File: config.mk
export PLATFORM = sky130hd
export DESIGN_NAME = token_scanner
export DESIGN_NICKNAME = d
export VERILOG_FILES = /design/src/rtl/tsc_pkg.sv /design/src/rtl/tsc_char_class.sv /design/src/rtl/tsc_scan_core.sv /design/src/rtl/tsc_result_buffer.sv /design/src/rtl/token_scanner.sv
export SDC_FILE = /design/constraint.sdc
export NUM_CORES = 1
export LEC_CHECK = 0
export BUFFER_PORTS_ARGS = -buffer_cell sky130_fd_sc_hd__buf_2
export CORE_MARGIN = 10
export CORE_UTILIZATION = 30
export CTS_CLUSTER_DIAMETER = 120
export CTS_CLUSTER_SIZE = 28
export DETAILED_ROUTE_END_ITERATION = 8
export PLACE_DENSITY = 0.54
export SETUP_SLACK_MARGIN = 0.02
export SLEW_MARGIN = 20
export SYNTH_ARGS = -nofsm -noshare
export SYNTH_HDL_FRONTEND = slang
export SYNTH_SLANG_ARGS = --single-unit
export TNS_END_PERCENT = 50
File: constraint.sdc
create_clock -name clock -period 5.45 [get_ports clock]
set_clock_uncertainty 0.15 [all_clocks]
set_input_delay 0.8175 -clock clock [delete_from_list [all_inputs] [get_ports clock]]
set_output_delay 0.8175 -clock clock [all_outputs]
set_load 0.01 [all_outputs]
File: src/rtl/tsc_pkg.sv
// ---------------------------------------------------------------------------
// tsc_pkg
// Shared types and character codes for the streaming token scanner.
// ---------------------------------------------------------------------------
package tsc_pkg;

   // Scan mode of the tokenizer
   typedef enum logic [2:0] {
      MODE_IDLE,
      MODE_NUMBER,
      MODE_NAME,
      MODE_PAIR,
      MODE_EQ
   } mode_type;

   // Kind code reported with each token
   typedef enum logic [2:0] {
      KIND_NUMBER,
      KIND_NAME,
      KIND_SYMBOL,
      KIND_ERROR,
      KIND_END
   } kind_type;

   // Character codes
   localparam logic [7:0] CHAR_LBRACE  = 8'h7B;
   localparam logic [7:0] CHAR_RBRACE  = 8'h7D;
   localparam logic [7:0] CHAR_LPAREN  = 8'h28;
   localparam logic [7:0] CHAR_RPAREN  = 8'h29;
   localparam logic [7:0] CHAR_PLUS    = 8'h2B;
   localparam logic [7:0] CHAR_MINUS   = 8'h2D;
   localparam logic [7:0] CHAR_STAR    = 8'h2A;
   localparam logic [7:0] CHAR_SLASH   = 8'h2F;
   localparam logic [7:0] CHAR_PERCENT = 8'h25;
   localparam logic [7:0] CHAR_SEMI    = 8'h3B;
   localparam logic [7:0] CHAR_AMP     = 8'h26;
   localparam logic [7:0] CHAR_BAR     = 8'h7C;
   localparam logic [7:0] CHAR_BANG    = 8'h21;
   localparam logic [7:0] CHAR_GT      = 8'h3E;
   localparam logic [7:0] CHAR_LT      = 8'h3C;
   localparam logic [7:0] CHAR_EQUAL   = 8'h3D;
   localparam logic [7:0] CHAR_SPACE   = 8'h20;
   localparam logic [7:0] CHAR_TAB     = 8'h09;
   localparam logic [7:0] CHAR_CR      = 8'h0D;
   localparam logic [7:0] CHAR_ZERO    = 8'h30;
   localparam logic [7:0] CHAR_NINE    = 8'h39;
   localparam logic [7:0] CHAR_LC_A    = 8'h61;
   localparam logic [7:0] CHAR_LC_Z    = 8'h7A;
   localparam logic [7:0] CHAR_UC_A    = 8'h41;
   localparam logic [7:0] CHAR_UC_Z    = 8'h5A;

   // Character classification flags
   typedef struct packed {
      logic is_digit;
      logic is_letter;
      logic is_space;
      logic is_single;
      logic is_pair;     // & or |
      logic is_eq_lead;  // ! > < =
      logic is_equal;    // =
   } char_class_type;

   // One reported token
   typedef struct packed {
      kind_type    kind;
      logic [7:0]  length;
      logic [31:0] position;
      logic [7:0]  sym_first;
      logic [7:0]  sym_second;
      logic        last;
   } result_type;

   // Up to two tokens caused by one character, packed from the front
   typedef struct packed {
      logic       valid0;
      result_type res0;
      logic       valid1;
      result_type res1;
   } step_result_type;

endpackage

File: src/rtl/tsc_char_class.sv
// ---------------------------------------------------------------------------
// tsc_char_class
// Classifies one character byte into the scanner's character groups.
// ---------------------------------------------------------------------------
module tsc_char_class
   import tsc_pkg::*;
(
   input  logic [7:0]     char_code,
   output char_class_type char_class
);

   always_comb begin
      char_class.is_digit  = (char_code >= CHAR_ZERO) && (char_code <= CHAR_NINE);
      char_class.is_letter = ((char_code >= CHAR_LC_A) && (char_code <= CHAR_LC_Z)) ||
                             ((char_code >= CHAR_UC_A) && (char_code <= CHAR_UC_Z));
      char_class.is_space  = (char_code == CHAR_SPACE) ||
                             ((char_code >= CHAR_TAB) && (char_code <= CHAR_CR));
      char_class.is_single = (char_code == CHAR_LBRACE)  || (char_code == CHAR_RBRACE) ||
                             (char_code == CHAR_LPAREN)  || (char_code == CHAR_RPAREN) ||
                             (char_code == CHAR_PLUS)    || (char_code == CHAR_MINUS)  ||
                             (char_code == CHAR_STAR)    || (char_code == CHAR_SLASH)  ||
                             (char_code == CHAR_PERCENT) || (char_code == CHAR_SEMI);
      char_class.is_pair   = (char_code == CHAR_AMP) || (char_code == CHAR_BAR);
      char_class.is_eq_lead = (char_code == CHAR_BANG) || (char_code == CHAR_GT) ||
                              (char_code == CHAR_LT)   || (char_code == CHAR_EQUAL);
      char_class.is_equal  = (char_code == CHAR_EQUAL);
   end

endmodule

File: src/rtl/tsc_scan_core.sv
// ---------------------------------------------------------------------------
// tsc_scan_core
// Scan state and the per-character step: next mode and the tokens produced.
// ---------------------------------------------------------------------------
module tsc_scan_core
   import tsc_pkg::*;
#(
   parameter int LENGTH_BITS = 8,
   parameter int OFFSET_BITS = 32
) (
   input  logic            clock,
   input  logic            reset,
   input  logic            step,
   input  logic [7:0]      char_code,
   input  logic            end_of_input,
   output step_result_type step_results
);

   localparam int LW = (LENGTH_BITS > 8) ? LENGTH_BITS : 8;
   localparam int PW = (OFFSET_BITS > 32) ? OFFSET_BITS : 32;
   localparam logic [LENGTH_BITS-1:0] LEN_MAX = '1;
   localparam logic [LENGTH_BITS-1:0] LEN_ONE = LENGTH_BITS'(1);

   mode_type                 mode_ff, mode_in;
   logic [7:0]               pending_ff, pending_in;
   logic [LENGTH_BITS-1:0]   length_ff, length_in;
   logic [OFFSET_BITS-1:0]   start_ff, start_in;
   logic [OFFSET_BITS-1:0]   offset_ff, offset_in;

   char_class_type cls;
   logic           extend;
   logic           matched;
   logic           rescan;
   logic           unknown;
   logic           a_valid, b_valid;
   result_type     res_a, res_b;

   tsc_char_class u_class (
      .char_code  (char_code),
      .char_class (cls)
   );

   function automatic logic [31:0] to_pos(input logic [OFFSET_BITS-1:0] v);
      logic [PW-1:0] w;
      w = PW'(v);
      return w[31:0];
   endfunction

   function automatic logic [7:0] to_len(input logic [LENGTH_BITS-1:0] v);
      logic [LW-1:0] w;
      w = LW'(v);
      return (w > LW'(255)) ? 8'hFF : w[7:0];
   endfunction

   assign unknown = !(cls.is_space || cls.is_digit || cls.is_letter || cls.is_pair ||
                      cls.is_eq_lead || cls.is_single);

   // Does the character continue the pending token?
   always_comb begin
      extend  = 1'b0;
      matched = 1'b0;
      rescan  = 1'b1;
      unique case (mode_ff)
         MODE_NUMBER: begin
            extend = cls.is_digit;
            rescan = !extend;
         end
         MODE_NAME: begin
            extend = cls.is_digit || cls.is_letter;
            rescan = !extend;
         end
         MODE_PAIR: begin
            matched = (char_code == pending_ff);
            rescan  = !matched;
         end
         MODE_EQ: begin
            matched = cls.is_equal;
            rescan  = !matched;
         end
         MODE_IDLE: begin
            rescan = 1'b1;
         end
         default: begin
            rescan = 1'b1;
         end
      endcase
   end

   // Next state
   always_comb begin
      mode_in    = mode_ff;
      pending_in = pending_ff;
      length_in  = length_ff;
      start_in   = start_ff;
      offset_in  = offset_ff;
      if (step) begin
         if (end_of_input) begin
            mode_in    = MODE_IDLE;
            pending_in = '0;
            length_in  = '0;
            start_in   = '0;
            offset_in  = '0;
         end else begin
            offset_in = offset_ff + OFFSET_BITS'(1);
            if (rescan) begin
               mode_in    = MODE_IDLE;
               pending_in = '0;
               length_in  = '0;
               start_in   = '0;
               if (cls.is_digit) begin
                  mode_in   = MODE_NUMBER;
                  length_in = LEN_ONE;
                  start_in  = offset_ff;
               end else if (cls.is_letter) begin
                  mode_in   = MODE_NAME;
                  length_in = LEN_ONE;
                  start_in  = offset_ff;
               end else if (cls.is_pair) begin
                  mode_in    = MODE_PAIR;
                  pending_in = char_code;
                  length_in  = LEN_ONE;
                  start_in   = offset_ff;
               end else if (cls.is_eq_lead) begin
                  mode_in    = MODE_EQ;
                  pending_in = char_code;
                  length_in  = LEN_ONE;
                  start_in   = offset_ff;
               end
            end else if (matched) begin
               mode_in    = MODE_IDLE;
               pending_in = '0;
               length_in  = '0;
               start_in   = '0;
            end else if (length_ff != LEN_MAX) begin
               length_in = length_ff + LEN_ONE;
            end
         end
      end
   end

   // Tokens: slot a closes the pending token, slot b is the fresh character or end
   always_comb begin
      a_valid          = 1'b0;
      res_a.kind       = KIND_SYMBOL;
      res_a.length     = 8'd1;
      res_a.position   = to_pos(start_ff);
      res_a.sym_first  = pending_ff;
      res_a.sym_second = '0;
      res_a.last       = 1'b0;
      unique case (mode_ff)
         MODE_NUMBER: begin
            a_valid          = end_of_input || !extend;
            res_a.kind       = KIND_NUMBER;
            res_a.length     = to_len(length_ff);
            res_a.sym_first  = '0;
         end
         MODE_NAME: begin
            a_valid          = end_of_input || !extend;
            res_a.kind       = KIND_NAME;
            res_a.length     = to_len(length_ff);
            res_a.sym_first  = '0;
         end
         MODE_PAIR: begin
            a_valid = 1'b1;
            if (end_of_input) begin
               res_a.kind = KIND_ERROR;
            end else if (matched) begin
               res_a.length     = 8'd2;
               res_a.sym_second = char_code;
            end else begin
               res_a.kind       = KIND_ERROR;
               res_a.sym_second = char_code;
            end
         end
         MODE_EQ: begin
            a_valid = 1'b1;
            if (!end_of_input && matched) begin
               res_a.length     = 8'd2;
               res_a.sym_second = char_code;
            end
         end
         MODE_IDLE: begin
            a_valid = 1'b0;
         end
         default: begin
            a_valid = 1'b0;
         end
      endcase

      res_b.position   = to_pos(offset_ff);
      res_b.sym_second = '0;
      res_b.last       = 1'b1;
      if (end_of_input) begin
         b_valid         = 1'b1;
         res_b.kind      = KIND_END;
         res_b.length    = '0;
         res_b.sym_first = '0;
      end else begin
         b_valid         = rescan && (cls.is_single || unknown);
         res_b.kind      = cls.is_single ? KIND_SYMBOL : KIND_ERROR;
         res_b.length    = 8'd1;
         res_b.sym_first = char_code;
      end
   end

   // Pack from the front
   always_comb begin
      step_results.valid0    = a_valid || b_valid;
      step_results.res0      = a_valid ? res_a : res_b;
      step_results.res0.last = !(a_valid && b_valid);
      step_results.valid1    = a_valid && b_valid;
      step_results.res1      = res_b;
   end

   always_ff @(posedge clock) begin
      if (reset) begin
         mode_ff    <= MODE_IDLE;
         pending_ff <= '0;
         length_ff  <= '0;
         start_ff   <= '0;
         offset_ff  <= '0;
      end else begin
         mode_ff    <= mode_in;
         pending_ff <= pending_in;
         length_ff  <= length_in;
         start_ff   <= start_in;
         offset_ff  <= offset_in;
      end
   end

endmodule

File: src/rtl/tsc_result_buffer.sv
// ---------------------------------------------------------------------------
// tsc_result_buffer
// Two-slot result register: slot 0 drives the port, slot 1 holds a second
// token of the same character.
// ---------------------------------------------------------------------------
module tsc_result_buffer
   import tsc_pkg::*;
(
   input  logic            clock,
   input  logic            reset,
   input  logic            push,
   input  step_result_type step_results,
   input  logic            out_stall,
   output logic            ready,
   output logic            out_valid,
   output result_type      out_result
);

   logic       slot0_valid_ff, slot0_valid_in;
   logic       slot1_valid_ff, slot1_valid_in;
   result_type slot0_ff, slot0_in;
   result_type slot1_ff, slot1_in;
   logic       pop;

   assign pop   = slot0_valid_ff && !out_stall;
   assign ready = !slot1_valid_ff && (!slot0_valid_ff || pop);

   always_comb begin
      slot0_valid_in = slot0_valid_ff;
      slot1_valid_in = slot1_valid_ff;
      slot0_in       = slot0_ff;
      slot1_in       = slot1_ff;
      if (push) begin
         // push only when slot 0 frees this cycle and slot 1 is empty
         slot0_valid_in = step_results.valid0;
         slot1_valid_in = step_results.valid1;
         slot0_in       = step_results.res0;
         slot1_in       = step_results.res1;
      end else if (pop) begin
         slot0_valid_in = slot1_valid_ff;
         slot1_valid_in = 1'b0;
         slot0_in       = slot1_ff;
      end
   end

   always_ff @(posedge clock) begin
      if (reset) begin
         slot0_valid_ff <= 1'b0;
         slot1_valid_ff <= 1'b0;
      end else begin
         slot0_valid_ff <= slot0_valid_in;
         slot1_valid_ff <= slot1_valid_in;
      end
   end

   always_ff @(posedge clock) begin
      slot0_ff <= slot0_in;
      slot1_ff <= slot1_in;
   end

   assign out_valid  = slot0_valid_ff;
   assign out_result = slot0_ff;

endmodule

File: src/rtl/token_scanner.sv
// ---------------------------------------------------------------------------
// token_scanner
// Streaming tokenizer: one character per transaction in, one token per
// transaction out (numbers, names, symbols, errors, end of stream).
// ---------------------------------------------------------------------------
//
//   channel | direction | handshake          | payload
//   --------+-----------+--------------------+-----------------------------------
//   req     | in        | req_valid/req_stall| char_code, end_of_input
//   rsp     | out       | rsp_valid/rsp_stall| token_kind, token_length,
//           |           |                    | token_position, symbol_first,
//           |           |                    | symbol_second, last_of_run
//
// Flow: a character is taken every cycle while rsp_stall is low and each one
//   yields at most one token; its token appears on rsp in the cycle after the
//   req transaction. A character that yields two tokens holds req until slot 1
//   empties; rsp moves one token per unstalled cycle from the two-slot register.
// Reset: synchronous, active high; scanner returns to idle at offset zero.
// Stalls: req_stall follows rsp_stall while a token waits in slot 0, and is
//   held high while slot 1 is occupied; req_stall never depends on req_valid.
// ---------------------------------------------------------------------------
module token_scanner
   import tsc_pkg::*;
#(
   parameter int LENGTH_BITS = 8,
   parameter int OFFSET_BITS = 32
) (
   input  logic        clock,
   input  logic        reset,

   input  logic        req_valid,
   output logic        req_stall,
   input  logic [7:0]  req_char_code,
   input  logic        req_end_of_input,

   output logic        rsp_valid,
   input  logic        rsp_stall,
   output logic [2:0]  rsp_token_kind,
   output logic [7:0]  rsp_token_length,
   output logic [31:0] rsp_token_position,
   output logic [7:0]  rsp_symbol_first,
   output logic [7:0]  rsp_symbol_second,
   output logic        rsp_last_of_run
);

   logic            buf_ready;
   logic            req_take;
   step_result_type step_results;
   result_type      rsp_result;

   // Input transaction: core state advances and tokens enter the result slots
   assign req_stall = !buf_ready;
   assign req_take  = req_valid && buf_ready;

   tsc_scan_core #(
      .LENGTH_BITS (LENGTH_BITS),
      .OFFSET_BITS (OFFSET_BITS)
   ) u_core (
      .clock        (clock),
      .reset        (reset),
      .step         (req_take),
      .char_code    (req_char_code),
      .end_of_input (req_end_of_input),
      .step_results (step_results)
   );

   tsc_result_buffer u_buffer (
      .clock        (clock),
      .reset        (reset),
      .push         (req_take),
      .step_results (step_results),
      .out_stall    (rsp_stall),
      .ready        (buf_ready),
      .out_valid    (rsp_valid),
      .out_result   (rsp_result)
   );

   // Unpack the token onto its ports
   assign rsp_token_kind     = rsp_result.kind;
   assign rsp_token_length   = rsp_result.length;
   assign rsp_token_position = rsp_result.position;
   assign rsp_symbol_first   = rsp_result.sym_first;
   assign rsp_symbol_second  = rsp_result.sym_second;
   assign rsp_last_of_run    = rsp_result.last;

endmodule
==> results_dict.tcl <==
set metrics [dict create \
    synth_seq_cells 188 \
    synth_compound_area_share_pct 13.3 \
    worstPathMaxFanout 24 \
    start_kind "input port" \
    worstMarginPinSlew_ns 0.999 \
    cts.sinks 188 \
    final-seq-area_mm2 0.00479 \
    leakage_nw 3.32 \
    nFillCells 2580 \
    via_per_inst 4.99 \
    vias 5694 \
    die_y_um 183 \
    grt_overflow 0 \
    syn_nets 751 \
    rsz0062_at_grt "no" \
    start_util_pct 30.5 \
    max_freq_mhz 324 \
    multi_input_area_mm2 0.00290 \
    fin_crit_ns 3.09 \
    ioPinCount 75 \
    cts_tree "yes" \
    root_buffer "clkbuf_16" \
    status "completed" \
    grt_pass1_wl_um 30900 \
    numCtsBuffers 17 \
    grt_max_degree 78 \
    h-tree-depth 4 \
    grt_pass1_vias 5471 \
    async_flop_share_pct 0 \
    nNetsFinal 807 \
    worstSetupPathType "in2reg" \
    max_slew_margin_pct 33.4 \
    synth-adder-area-share_pct 0.315 \
    cp-end-kind "flip-flop" \
    required_ns 5.56 \
    ant_nets 0 \
    first_pass_iters 4 \
    synth_enable_flop_cells 103 \
    r2r-start "u_buffer.out_valid" \
    holdPathStages 1 \
    clk_pin_slew_ns 0.07 \
    numPortBuffers 74 \
    synth_top_family_by_area "simple AND/OR/NAND/NOR gates" \
    num_rows 59 \
    first_iter_violations 390 \
    cts_resized 0 \
    holdCritPathClass "reg2reg" \
    hold_end "u_core.start_ff[25]" \
    netlist.area_leader.share_pct 38.9 \
    clockBufferDepth 2 \
    hold_start "u_core.start_ff[25]" \
    postCtsSetupRepairBufs 0 \
    ys.flop_type "edfxtp_1" \
    instances_no_fill 1140 \
    yosys-top-cells-area "edfxtp_1 39%, dfxtp_1 21%, nor2_1 4.9%, a22o_1 4.4%, nand2_1 4.3%" \
    design.core.area_mm2 0.0261 \
    synth_xor_area_share_pct 4.52 \
    gp_congestion 0.779 \
    r2r_cells 8 \
    drv_cap 0 \
    clock_latency_ns 0.43 \
    crit_arrival_ns 3.20 \
    syn-cell-area_mm2 0.00795 \
    powerDensity_mw_per_mm2 342 \
    peakVddDrop_v 0.000203 \
    ff2ff_setup_slack_ns 2.54 \
    track_usage_pct 11.4 \
    placed_cells 1108 \
    reg2reg_to "u_core.offset_ff[31]" \
    syn_avg_cell_area_um2 10.8 \
    post-route-drc-count 0 \
    post-dp-hpwl_um 12300 \
    ctsHoldBuffers 0 \
    drt_wl_total_um 19200 \
    finalCritPeriodShare_pct 56.7 \
    yosysWarnings 0 \
    wl_per_cell_um 16.9 \
    die_w_um 183 \
    finalSetupTns_ns 0 \
    drive_gt1_share_pct 16.4 \
    area_growth_pct 16.1 \
    synthMuxAreaShare_pct 0 \
    seq_area_frac_synth_pct 60.3 \
    setup_violations 0 \
    synth_cell_type_count 61 \
    hold_violations 0 \
    antenna_found_initial 0 \
    slew_viol_final 0 \
    die_area_mm2 0.0334 \
    syn_inst 736 \
    diodes 0 \
    synthSimpleGateAreaFrac_pct 18.2 \
    synth_area_leader_cell "edfxtp_1" \
]
logic make-up (layout without fill, tap and decap cells):
logic type	count (synthesis)	after routing
adder cells (fa/ha/maj)	2	2
XOR/XNOR	41	41
AO/OA/AOI/OAI	142	142
buffers and inverters	59	128
flip-flops	188	188
AND/OR/NAND/NOR	304	304
final cells by class:
type / count / area share, %
clock buffer: 17 / 4.61
clock inverter: 15 / 2.13
inverter: 14 / 0.597
multi-input combinational: 489 / 31.4
sequential: 188 / 52.0
tap: 335 / 4.54
timing repair buffer: 82 / 4.80
through the flow:
step	cell area, um^2	hold slack [ns]	util [%]	power, mW	setup slack (ns)
5_1_grt	9230	0.340	35.4	3.27	2.12
2_1_floorplan	7950	0.253	-	1.77	1.65
4_1_cts	9230	0.329	35.4	3.19	2.33
3_5_place_dp	8610	0.304	33.0	1.88	1.87
3_3_place_gp	8610	0.306	33.0	1.88	1.89
6_report	9230	0.326	35.4	3.15	2.36
worst max path at each step:
stage	start	to	slack (ns)	cells past startpoint
after global placement	rsp_stall	u_core.offset_ff[17]	1.89	7
after CTS	rsp_stall	u_core.offset_ff[28]	2.33	7
final	req_char_code[2]	u_buffer.out_result[18]	2.36	8
after global routing	rsp_stall	u_core.offset_ff[31]	2.12	9
after detailed placement	rsp_stall	u_core.offset_ff[11]	1.87	7
after floorplan	rsp_stall	u_buffer.out_result[18]	1.65	7
sequential cells by signal, indices dropped and copies added, names as in the netlist:
| signal | cells |
|---|---|
| u_buffer.out_result | 60 |
| u_buffer.slot1_ff | 43 |
| u_core.offset_ff | 32 |
| u_core.start_ff | 32 |
| u_core.length_ff | 8 |
| u_core.pending_ff | 8 |
| u_core.mode_ff | 3 |
| u_buffer.out_valid | 1 |
| u_buffer.slot1_valid_ff | 1 |
synthesized netlist by cell type, drive strengths merged, types with 2 or more instances:
cell type	count
and4	3
nand2b	2
and3	11
a21o	4
nand3	20
ha	2
inv	14
nand2	91
nor3b	4
buf	16
a22o	40
nand4	16
o21ai	10
a21oi	22
nor4b	3
clkbuf	29
nor4	7
a31oi	36
xor2	34
nor2	105
nand3b	2
xnor2	7
o21bai	2
dfxtp	85
a221oi	8
a32o	2
or2	3
or3	2
nor2b	12
nor3	10
edfxtp	103
a22oi	2
and2	11
placed cells by master (no fill, tap or decap), drive strengths merged, types with 7 or more instances in the layout:
master,instances
nor2,105
inv,23
nand3,20
nor4,7
a22o,40
a31oi,36
and2,11
clkbuf,17
xnor2,7
xor2,34
edfxtp,103
nor3,10
a221oi,8
nand4,16
nor2b,12
buf,82
a21oi,22
dfxtp,85
nand2,91
o21ai,10
and3,11
per-layer routing:
metal  vias up  GRT usage, %  share of wire, %  wire, um
li1       2777             -                 -         -
met1      2791          15.0                47      9110
met2       111          18.0                45      8720
met3        15          3.07               5.9      1140
met4         0          3.52               1.3       256
met5         -             0                 0         0
worst max-delay path, cell delays in order:
cell and delay (ns):
buf_2 0.20, or3_4 0.41, o221ai_4 0.29, a2111oi_2 0.13, nor2_2 0.61, buf_4 0.42, nand2_1 0.09, a31oi_1 0.21
power breakdown:
part | internal (mW) | switching [mW] | leakage (nW) | total, mW
clock | 0.741 | 0.572 | 0.308 | 1.31
sequential | 1.57 | 0.0230 | 1.72 | 1.59
combinational | 0.0747 | 0.172 | 1.29 | 0.247
Note: power is estimated with default switching activity, not from simulation.
